File: src/hw/rtl/backlight_pwm_fade_ramp_assert.svh
// ----------------------------------------------------------------------------
// Assertion macros for the backlight fade ramp
// Clocked assertion wrappers that fall away in synthesis builds.
// ----------------------------------------------------------------------------
`ifndef BACKLIGHT_PWM_FADE_RAMP_ASSERT_SVH
`define BACKLIGHT_PWM_FADE_RAMP_ASSERT_SVH

`ifndef SYNTHESIS
// plain clocked property, disabled during reset
`define BPFR_ASSERT(label, clk, rst_n, prop) \
    label: assert property (@(posedge clk) disable iff (!rst_n) prop) \
        else $error("bpfr assertion failed");
// same-cycle implication, disabled during reset
`define BPFR_ASSERT_IMPL(label, clk, rst_n, ante, cons) \
    label: assert property (@(posedge clk) disable iff (!rst_n) (ante) |-> (cons)) \
        else $error("bpfr implication failed");
`else
`define BPFR_ASSERT(label, clk, rst_n, prop)
`define BPFR_ASSERT_IMPL(label, clk, rst_n, ante, cons)
`endif

`endif

File: src/hw/rtl/bpfr_pkg.sv
// ----------------------------------------------------------------------------
// Backlight fade ramp package
// Shared types, constants and helper functions for the duty fader.
// ----------------------------------------------------------------------------
package bpfr_pkg;

    // duty and ramp limits
    localparam logic [15:0] DUTY_MAX       = 16'd1023;
    localparam int          MAX_STEPS_LOG2 = 7;
    localparam logic [10:0] MAX_STEPS      = 11'(1 << MAX_STEPS_LOG2);
    localparam logic [3:0]  TENTHS         = 4'd10;
    localparam logic [7:0]  CNT_MAX        = 8'hFF;

    // reciprocal of ten for 16-bit dividends: q = (x * 52429) >> 19
    localparam logic [31:0] RECIP10        = 32'd52429;
    localparam int          RECIP10_SHIFT  = 19;

    // item kinds
    localparam logic KIND_SET  = 1'b0;
    localparam logic KIND_TICK = 1'b1;

    // set command status
    typedef enum logic [1:0] {
        SET_NONE = 2'd0,
        SET_RAMP = 2'd1,
        SET_JUMP = 2'd2
    } t_set_status;

    typedef struct packed {
        logic       kind;
        logic [7:0] target_high;
        logic [7:0] target_low;
        logic       fade_enable;
    } t_item;

    typedef struct packed {
        t_set_status set_status;
        logic        duty_updated;
        logic [10:0] duty;
        logic        running;
    } t_result;

    // exact divide by ten of a 16-bit value, low 11 bits of the quotient
    function automatic logic [10:0] div10(input logic [15:0] x);
        logic [31:0] prod;
        prod = 32'(x) * RECIP10;
        return prod[RECIP10_SHIFT +: 11];
    endfunction

endpackage

File: src/hw/rtl/bpfr_item_if.sv
// ----------------------------------------------------------------------------
// Fade ramp input channel
// Valid/ready channel that carries one set or tick item per transfer.
// ----------------------------------------------------------------------------
interface bpfr_item_if;
    logic       valid;
    logic       ready;
    logic       kind;
    logic [7:0] target_high;
    logic [7:0] target_low;
    logic       fade_enable;

    modport source (
        output valid, kind, target_high, target_low, fade_enable,
        input  ready
    );
    modport sink (
        input  valid, kind, target_high, target_low, fade_enable,
        output ready
    );
endinterface

File: src/hw/rtl/bpfr_result_if.sv
// ----------------------------------------------------------------------------
// Fade ramp result channel
// Valid/ready channel that carries one result per transfer.
// ----------------------------------------------------------------------------
interface bpfr_result_if;
    logic        valid;
    logic        ready;
    logic [1:0]  set_status;
    logic        duty_updated;
    logic [10:0] duty;
    logic        running;

    modport source (
        output valid, set_status, duty_updated, duty, running,
        input  ready
    );
    modport sink (
        input  valid, set_status, duty_updated, duty, running,
        output ready
    );
endinterface

File: src/hw/rtl/backlight_pwm_fade_ramp.sv
// ----------------------------------------------------------------------------
// Backlight PWM fade ramp
// Duty fader that ramps or jumps to a new brightness target on timer ticks.
// ----------------------------------------------------------------------------
// Usage:
//   i_item carries set commands (kind 0: target bytes and fade enable) and
//   timer ticks (kind 1). Every accepted item gives exactly one result on
//   o_result: the set status, whether the tick drove a new duty, the duty
//   after the item and the running flag.
//   An item is registered in the input register on transfer, worked by the
//   core and lands in the result register, where it is held until taken.
//   One item per cycle is accepted back to back while the receiver takes
//   results. When the receiver stalls, the result register holds and the
//   input register still takes one more item; past that, i_item.ready drops
//   until the result is taken.
//   Reset (synchronous, active low) clears the duty, the ramp state and both
//   valid flags; no results are pending after reset.
// ----------------------------------------------------------------------------
module backlight_pwm_fade_ramp (
    input  logic          i_clk,
    input  logic          i_rst_n,
    bpfr_item_if.sink     i_item,
    bpfr_result_if.source o_result
);
    import bpfr_pkg::*;

    logic    r_in_valid;
    t_item   r_in;
    logic    r_out_valid;
    t_result r_out;
    t_result core_result;
    logic    advance;
    logic    in_xfer;

    // pipeline control
    assign advance      = r_in_valid && (!r_out_valid || o_result.ready);
    assign i_item.ready = !r_in_valid || advance;
    assign in_xfer      = i_item.valid && i_item.ready;

    // input register valid and result register valid
    always_ff @(posedge i_clk) begin
        if (!i_rst_n) begin
            r_in_valid  <= 1'b0;
            r_out_valid <= 1'b0;
        end else begin
            if (in_xfer) begin
                r_in_valid <= 1'b1;
            end else if (advance) begin
                r_in_valid <= 1'b0;
            end
            if (advance) begin
                r_out_valid <= 1'b1;
            end else if (o_result.ready) begin
                r_out_valid <= 1'b0;
            end
        end
    end

    // payload registers
    always_ff @(posedge i_clk) begin
        if (in_xfer) begin
            r_in.kind        <= i_item.kind;
            r_in.target_high <= i_item.target_high;
            r_in.target_low  <= i_item.target_low;
            r_in.fade_enable <= i_item.fade_enable;
        end
        if (advance) begin
            r_out <= core_result;
        end
    end

    // ramp state and item processing
    bpfr_core u_core (
        .i_clk     (i_clk),
        .i_rst_n   (i_rst_n),
        .i_advance (advance),
        .i_item    (r_in),
        .o_result  (core_result)
    );

    // result channel
    assign o_result.valid        = r_out_valid;
    assign o_result.set_status   = r_out.set_status;
    assign o_result.duty_updated = r_out.duty_updated;
    assign o_result.duty         = r_out.duty;
    assign o_result.running      = r_out.running;

endmodule

File: src/hw/rtl/bpfr_core.sv
// ----------------------------------------------------------------------------
// Fade ramp core
// Holds the ramp state and works one item per advance strobe.
// ----------------------------------------------------------------------------
`include "backlight_pwm_fade_ramp_assert.svh"

module bpfr_core (
    input  logic              i_clk,
    input  logic              i_rst_n,
    input  logic              i_advance,
    input  bpfr_pkg::t_item   i_item,
    output bpfr_pkg::t_result o_result
);
    import bpfr_pkg::*;

    // ramp state; the ramp base is kept in tenths, the step offset accumulates
    logic [10:0] r_cur,   n_cur;
    logic [13:0] r_base,  n_base;
    logic [15:0] r_delta, n_delta;
    logic [9:0]  r_tgt,   n_tgt;
    logic [6:0]  r_inc,   n_inc;
    logic [7:0]  r_total, n_total;
    logic [7:0]  r_cnt,   n_cnt;
    logic        r_down,  n_down;
    logic        r_run,   n_run;

    logic [15:0] merged;
    logic [9:0]  tgt_clamp;
    logic [10:0] tgt_ext;
    logic [10:0] tgt_wide;
    logic [10:0] diff;
    logic [11:0] diff_p1;
    logic [15:0] diff_tenths;
    logic [14:0] cur_tenths;
    logic [15:0] base_ext;
    logic [15:0] ramp_sum;
    logic [10:0] ramp_val;
    logic        is_tick;

    // target merge, clamp and distance to the present duty
    always_comb begin
        merged      = {i_item.target_high, i_item.target_low};
        tgt_clamp   = (merged >= DUTY_MAX) ? 10'(DUTY_MAX) : merged[9:0];
        tgt_ext     = {1'b0, tgt_clamp};
        diff        = (tgt_ext > r_cur) ? (tgt_ext - r_cur) : (r_cur - tgt_ext);
        diff_p1     = {1'b0, diff} + 12'd1;
        diff_tenths = 16'(diff_p1) * 16'(TENTHS);
        cur_tenths  = 15'(r_cur) * 15'(TENTHS);
    end

    // ramp point for the present step
    always_comb begin
        base_ext = {2'b00, r_base};
        ramp_sum = r_down ? (base_ext - r_delta) : (base_ext + r_delta);
        if (r_down && (base_ext < r_delta)) begin
            ramp_val = 11'd0;
        end else begin
            ramp_val = div10(ramp_sum);
        end
    end

    assign is_tick  = (i_item.kind == KIND_TICK);
    assign tgt_wide = {1'b0, r_tgt};

    // next state and result for one item
    always_comb begin
        n_cur   = r_cur;
        n_base  = r_base;
        n_delta = r_delta;
        n_tgt   = r_tgt;
        n_inc   = r_inc;
        n_total = r_total;
        n_cnt   = r_cnt;
        n_down  = r_down;
        n_run   = r_run;
        o_result.set_status   = SET_NONE;
        o_result.duty_updated = 1'b0;

        if (!is_tick) begin
            // set command: new target; if it differs, arm a ramp or a jump from the present duty, else stop running
            n_tgt = tgt_clamp;
            if (tgt_ext > r_cur) begin
                n_down = 1'b0;
            end else if (tgt_ext < r_cur) begin
                n_down = 1'b1;
            end
            if (diff != 11'd0) begin
                n_run  = 1'b1;
                n_cnt  = 8'd0;
                n_base = cur_tenths[13:0];
                if (i_item.fade_enable) begin
                    if (diff >= MAX_STEPS) begin
                        n_inc   = 7'(diff_tenths >> MAX_STEPS_LOG2);
                        n_total = 8'(MAX_STEPS);
                    end else begin
                        n_inc   = 7'(TENTHS);
                        n_total = diff[7:0];
                    end
                    o_result.set_status = SET_RAMP;
                end else begin
                    n_inc   = 7'd0;
                    n_total = 8'd0;
                    o_result.set_status = SET_JUMP;
                end
                n_delta = {9'd0, n_inc};
            end else begin
                n_run = 1'b0;
            end
        end else begin
            // timer tick: next ramp step, then the exact target, then idle
            if (r_cnt < r_total) begin
                n_cur   = ramp_val;
                n_run   = 1'b1;
                n_cnt   = r_cnt + 8'd1;
                n_delta = r_delta + {9'd0, r_inc};
                o_result.duty_updated = 1'b1;
            end else if (r_cnt == r_total) begin
                n_cur = tgt_wide;
                n_run = 1'b0;
                if (r_cnt != CNT_MAX) begin
                    n_cnt = r_cnt + 8'd1;
                end
                o_result.duty_updated = 1'b1;
            end else begin
                n_run = 1'b0;
            end
        end

        o_result.duty    = n_cur;
        o_result.running = n_run;
    end

    // state registers
    always_ff @(posedge i_clk) begin
        if (!i_rst_n) begin
            r_cur   <= '0;
            r_base  <= '0;
            r_delta <= '0;
            r_tgt   <= '0;
            r_inc   <= '0;
            r_total <= '0;
            r_cnt   <= '0;
            r_down  <= 1'b0;
            r_run   <= 1'b0;
        end else if (i_advance) begin
            r_cur   <= n_cur;
            r_base  <= n_base;
            r_delta <= n_delta;
            r_tgt   <= n_tgt;
            r_inc   <= n_inc;
            r_total <= n_total;
            r_cnt   <= n_cnt;
            r_down  <= n_down;
            r_run   <= n_run;
        end
    end

    // duty stays within one count above full scale
    `BPFR_ASSERT(a_duty_range, i_clk, i_rst_n, (r_cur <= 11'd1024))
    // a tick on the last count lands exactly on the target
    `BPFR_ASSERT(a_final_target, i_clk, i_rst_n, (i_advance && is_tick && (r_cnt == r_total)) |=> (r_cur == tgt_wide))
    // step count never runs more than one past the step total
    `BPFR_ASSERT(a_cnt_bound, i_clk, i_rst_n, (9'(r_cnt) <= (9'(r_total) + 9'd1)))

endmodule

File: src/flat_wrapper.sv
// flat-port wrapper written by rule: the top's interface ports become plain ports
module backlight_pwm_fade_ramp_flat import bpfr_pkg::*;
  (i_clk, i_rst_n, i_item_valid, i_item_kind, i_item_target_high, i_item_target_low, i_item_fade_enable, i_item_ready, o_result_valid, o_result_set_status, o_result_duty_updated, o_result_duty, o_result_running, o_result_ready);
  bpfr_item_if i_item_i ();
  bpfr_result_if o_result_i ();
  input  logic i_clk;
  input  logic i_rst_n;
  input wire logic [$bits(i_item_i.valid)-1:0] i_item_valid;
  input wire logic [$bits(i_item_i.kind)-1:0] i_item_kind;
  input wire logic [$bits(i_item_i.target_high)-1:0] i_item_target_high;
  input wire logic [$bits(i_item_i.target_low)-1:0] i_item_target_low;
  input wire logic [$bits(i_item_i.fade_enable)-1:0] i_item_fade_enable;
  output wire logic [$bits(i_item_i.ready)-1:0] i_item_ready;
  output wire logic [$bits(o_result_i.valid)-1:0] o_result_valid;
  output wire logic [$bits(o_result_i.set_status)-1:0] o_result_set_status;
  output wire logic [$bits(o_result_i.duty_updated)-1:0] o_result_duty_updated;
  output wire logic [$bits(o_result_i.duty)-1:0] o_result_duty;
  output wire logic [$bits(o_result_i.running)-1:0] o_result_running;
  input wire logic [$bits(o_result_i.ready)-1:0] o_result_ready;
  assign i_item_i.valid = i_item_valid;
  assign i_item_i.kind = i_item_kind;
  assign i_item_i.target_high = i_item_target_high;
  assign i_item_i.target_low = i_item_target_low;
  assign i_item_i.fade_enable = i_item_fade_enable;
  assign i_item_ready = i_item_i.ready;
  assign o_result_valid = o_result_i.valid;
  assign o_result_set_status = o_result_i.set_status;
  assign o_result_duty_updated = o_result_i.duty_updated;
  assign o_result_duty = o_result_i.duty;
  assign o_result_running = o_result_i.running;
  assign o_result_i.ready = o_result_ready;
  backlight_pwm_fade_ramp u_core (.i_clk(i_clk), .i_rst_n(i_rst_n), .i_item(i_item_i), .o_result(o_result_i));
endmodule
File: config.mk
export PLATFORM = sky130hd
export DESIGN_NAME = backlight_pwm_fade_ramp_flat
export DESIGN_NICKNAME = d
export VERILOG_FILES = /design/src/hw/rtl/bpfr_pkg.sv /design/src/hw/rtl/bpfr_item_if.sv /design/src/hw/rtl/bpfr_result_if.sv /design/src/hw/rtl/backlight_pwm_fade_ramp.sv /design/src/hw/rtl/bpfr_core.sv /design/src/flat_wrapper.sv
export VERILOG_INCLUDE_DIRS = /design/src /design/src/hw/rtl
export SDC_FILE = /design/constraint.sdc
export NUM_CORES = 1
export LEC_CHECK = 0
export BUFFER_PORTS_ARGS = -buffer_cell sky130_fd_sc_hd__buf_4
export CORE_AREA = 3 3 219 221
export CTS_BUF_LIST = sky130_fd_sc_hd__clkbuf_4 sky130_fd_sc_hd__clkbuf_8 sky130_fd_sc_hd__clkbuf_16
export DETAILED_ROUTE_END_ITERATION = 16
export DIE_AREA = 0 0 222 224
export PLACE_DENSITY_LB_ADDON = 0.08
export SETUP_SLACK_MARGIN = 0.2
export SYNTH_ARGS = -nofsm -noshare
export SYNTH_HDL_FRONTEND = slang
export SYNTH_SLANG_ARGS = --single-unit
File: constraint.sdc
create_clock -name i_clk -period 8.9 [get_ports i_clk]
set_clock_uncertainty 0.05 [all_clocks]
set_input_delay 0.445 -clock i_clk [delete_from_list [all_inputs] [get_ports i_clk]]
set_output_delay 0.445 -clock i_clk [all_outputs]
set_load 0.01 [all_outputs]
# Yosys cells after proc, flatten, opt, wreduce, memory -nomap -nowiden
# Index checks and enable logic that the tools add are counted.
# totals
ff_bits	109
output_inout_bits	17
elab_cells	90
in_bits	22
# classes
reduce_logical	18
bitwise	2
magnitude_cmp	6
multipliers	3
n_mux	31
eq_ne	5
add_sub_neg	7
# op_table
op	n
$mux W16	4
$mux W8	7
$mux W11	5
$mul A16 B16 Y30 const B	1
$add A14 B16 Y16	1
$add A16 B7 Y16	1
$ge A16 B10 Y1 const B	1
$lt A14 B16 Y1	1
$sub A14 B16 Y16	1
$mux W7	2
$mul A11 B3 Y13 const B	1
$mul A12 B3 Y13 const B	1
$add A11 B1 Y12 const B	1
$ge A11 B8 Y1 const B	1
$gt A10 B11 Y1	1
$lt A10 B11 Y1	1
$mux W1	11
$reduce_bool A11 Y1	1
$sub A10 B11 Y11	1
$sub A11 B10 Y11	1
$mux W10	1
$reduce_and A3 Y1	3
$add A8 B1 Y8 const B	1
$eq A8 B8 Y1	1
other kinds (13)	22

# Longest topological paths before layout
# depth
word_depth	10
depth_mapped	35
ltp_nobuf	34

# By module
# Synthesis repeated with hierarchy kept, for this count alone.
# hier_totals
cells_unflattened	1335
area_unflattened_um2	12284.3
# by_module_without_submodules
mod	cells_per_inst	n_inst	area_each_um2	seq_area_each_um2
bpfr_core	1293	1	11189.5	1481.4
backlight_pwm_fade_ramp	42	1	1094.8	1031.0

# Least setup slack after synthesis
# OpenSTA, ideal clock, no wires.
# synth_path
kind	register to register
startpoint	register u_core.u_core.r_delta[4]
endpoint	register u_core.r_out (netlist bit u_core.o_result.duty[8]) (data pin)
setup_time_ps	265
path_slack_ps	1345
period_less_slack_ps	7555
stages_incl_launch_ff	36
path_buffers	1
t_arrival_ps	7240
required_ps	8585
path_cell_list	dfxtp_1 inv_1 ha_1 clkbuf_1 and2_1 a31o_2 a41o_1 o211ai_1 a31oi_1 o21ai_0 nand2_1 nand2_1 o31ai_1 xnor2_1 ha_1 ha_1 inv_1 fa_1 inv_1 fa_1 fa_1 inv_1 fa_1 inv_1 ha_1 a21o_1 a21o_1 a21oi_1 o21ai_0 nand3_1 o21a_1 a211oi_1 nor3_1 xnor2_1 a222oi_1 inv_1
# synth_lines
item	line_no	source
start, declared	bpfr_core.sv:19	logic [15:0] r_delta, n_delta;
start signal, assigned	bpfr_core.sv:148	r_delta <= n_delta;
end signal, assigned	backlight_pwm_fade_ramp.sv:68	r_out <= core_result;
end, declared	backlight_pwm_fade_ramp.sv:30	t_result r_out;

==> results.cfg <==
[global_routing]
antenna_found_initial = 0
grt_pass1_wl_mm = 57.99
grt_max_degree = 37
grtUsageTotal = 0.1489
grt_pass1_vias = 10080
overflow = 0

[floorplan]
die_w_um = 222
core-area_um2 = 46360
die_h_um = 224
io_pins = 39
start_util = 0.2674
fp-row-count = 79
die_area_um2 = 49730

[logic_synthesis]
synth_area_per_cell_um2 = 8.875
netlist_instances = 1397
synth.distinct_cells = 79
syn_area_um2 = 12400
synth_edf_count = 33
async_reset_ff_frac = 0
ys.flop_type = dfxtp_1
seq_area_frac_synth = 0.2026
yosys_warnings = 0
ys_ff_latch = 109
synth_fp_nets = 1716

[power]
total_power_mw = 1.914
p_comb_frac = 0.495
power.leakage_nw = 6.814
ir_worst_vdd_mv = 0.09649
p_per_area_nw_per_um2 = 139.7
p_int_mw = 1.108
p_switching_mw = 0.8064
p_sw_frac = 0.4213
pwr-share-clk = 0.214
pwr-share-seq = 0.291

[final_layout]
n_antenna_cell = 0
area_growth_pct = 10.49
final_core_util = 0.2955
fin_cells = 2035
final_area_um2 = 13700
layout-drive-gt1-share = 0.07423
finalNetCount = 1742

[sta]
relSlewSlack = 0.3535
worst_pin_slew_ns = 0.9625
hold_violations = 0
tns_ns = 0
rsz0062_at_grt = no
fmaxAchievable_mhz = 121.0
fin_crit_sh = 0.9288
hold_ws_ns = 0.1868
fin_crit_ns = 8.266
slew_violations = 0
setup_ws_ns = 0.6340
setup_viol = 0

[cts]
cts_buffers = 9
clockBufferDepth = 2
insertion_delay_ns = 0.38
htreeDepth = 3
cts_setup_buffers = 0
cts-root-buf = clkbuf_16
clkTransAtPathRegs_ns = 0.08
cts.sinks = 109
cts_tree = done

[detailed_routing]
vias = 9547
totalWireLength_mm = 36.28
antenna_left = 0
routed_via_density = 4.691
firstDrtPassIters = 8
routedWlPerCell_um = 17.83
dr.first_iter.drc_count = 359
drc = 0

[placement]
place_inst = 2019
place.gp.congestion = 0.7713
placed_cell_area_um2 = 13400
port_buffers = 38
place_ws_ns = 0.6034
dp_hpwl_mm = 30.54

[worst_setup_path]
crit_path_max_fanout = 8
cp.arrival_ns = 8.35
critPathLaunchType = flop
cpPeakStageDelay_ns = 0.57
worstSetupPathType = flop to flop
r2r_cells = 31
end_kind = flop
required_ns = 8.98
crit_top_cell = inv_1
cp_slowest_cell = fa_1

[min_path]
whs_path_depth = 1
hold_path.class = input port to flop

[outcome]
status = completed

[run]
maxCapViolations = 0
==> worst max-delay path, delay by kind of cell, from the launching register on <==
family                   cells  cell delay, ns
flip-flops                   1            0.39
XOR/XNOR                     2            0.44
AO/OA/AOI/OAI               10            2.03
adder cells (fa/ha/maj)      8            3.83
AND/OR/NAND/NOR              4            0.70
buffers and inverters        7            0.57
==> synth_stat cells, types with 28 or more instances <==
cell type / instances / area (um2)
inv_1: 231 / 867.1
ha_1: 219 / 2740
nor2_1: 85 / 319.1
fa_1: 78 / 1562
dfxtp_1: 76 / 1521
a21oi_1: 68 / 340.3
o21ai_0: 65 / 325.3
nand2_1: 62 / 232.7
xnor2_1: 61 / 534.3
a21o_1: 44 / 330.3
edfxtp_1: 33 / 991.0
nand3_1: 28 / 140.1
xor2_1: 28 / 245.2
==> timing repair <==
| action | CTS | global route |
|---|---|---|
| resized for setup | 0 | 3 |
| hold buffers | 0 | 0 |
| setup endpoints to repair | 0 | 5 |
==> cell families after synthesis <==
group / after synthesis / synth area share
xor gates and xnor gates: 90 / 0.06469
buffers and inverters: 273 / 0.08538
and+or+nand+nor: 310 / 0.1269
adders and majority gates: 298 / 0.3478
DFF: 109 / 0.2026
muxes: 13 / 0.01080
AOI/OAI and AO/OA: 304 / 0.1619
==> per-layer routing <==
layer	routed length [um]	vias to the layer above	track usage	share of wire
met5	0	-	0	0
met4	468	0	0.03364	0.013
met3	613	24	0.01310	0.017
met2	17680	83	0.2612	0.49
met1	17510	4570	0.1996	0.48
li1	-	4870	-	-
==> flip-flops by register name (all words and copies together) (netlist names), 2 cells and up <==
signal / flops
u_core.u_core.r_cnt: 8
u_core.u_core.r_total: 8
u_core.u_core.r_base: 13
u_core.r_in: 18
u_core.o_result.duty: 11
u_core.u_core.r_tgt: 10
u_core.o_result.set_status: 2
u_core.u_core.r_delta: 16
u_core.u_core.r_inc: 7
u_core.u_core.r_cur: 11
==> power groups by stage <==
stage                     combinational, mW  sequential, mW  clock, mW
final                                 0.948           0.557      0.409
after global placement                0.966           0.569          0
after global routing                   1.10           0.560      0.448
after floorplan                       0.703           0.561          0
after detailed placement              0.963           0.569          0
after CTS                             0.970           0.558      0.432
==> path summary, 6_finish.rpt <==
check | to | startpoint | slack, ns
worst min-delay path | u_core.r_in[7] | i_item_target_low[6] | 0.19
worst max register to register | u_core.o_result.duty[8] | u_core.u_core.r_delta[4] | 0.63
worst max-delay path | u_core.o_result.duty[8] | u_core.u_core.r_delta[4] | 0.63
worst min register to register | u_core.u_core.r_total[0] | u_core.u_core.r_total[0] | 0.42
==> layout by cell type (no fill, tap or decap), drive strengths merged, types with 17 or more instances in the layout <==
cell / count
dfxtp: 76
a21oi: 70
nand3: 28
ha: 219
edfxtp: 33
xnor2: 61
buf: 56
o21ai: 68
nand4: 17
a21o: 44
nor3: 28
nor2: 86
xor2: 28
nand2: 62
fa: 78
a211oi: 25
inv: 234
==> area by class of cell <==
cell class,count,area (um2)
fillers,4974,32660
multi-input cells,1015,8852
flip-flops and latches,109,2512
inverters,232,870.8
well taps,607,759.5
repair buffers,56,420.4
clock buffers,9,225.2
clock inverters,7,57.56
(Power assumes the default switching activity.)
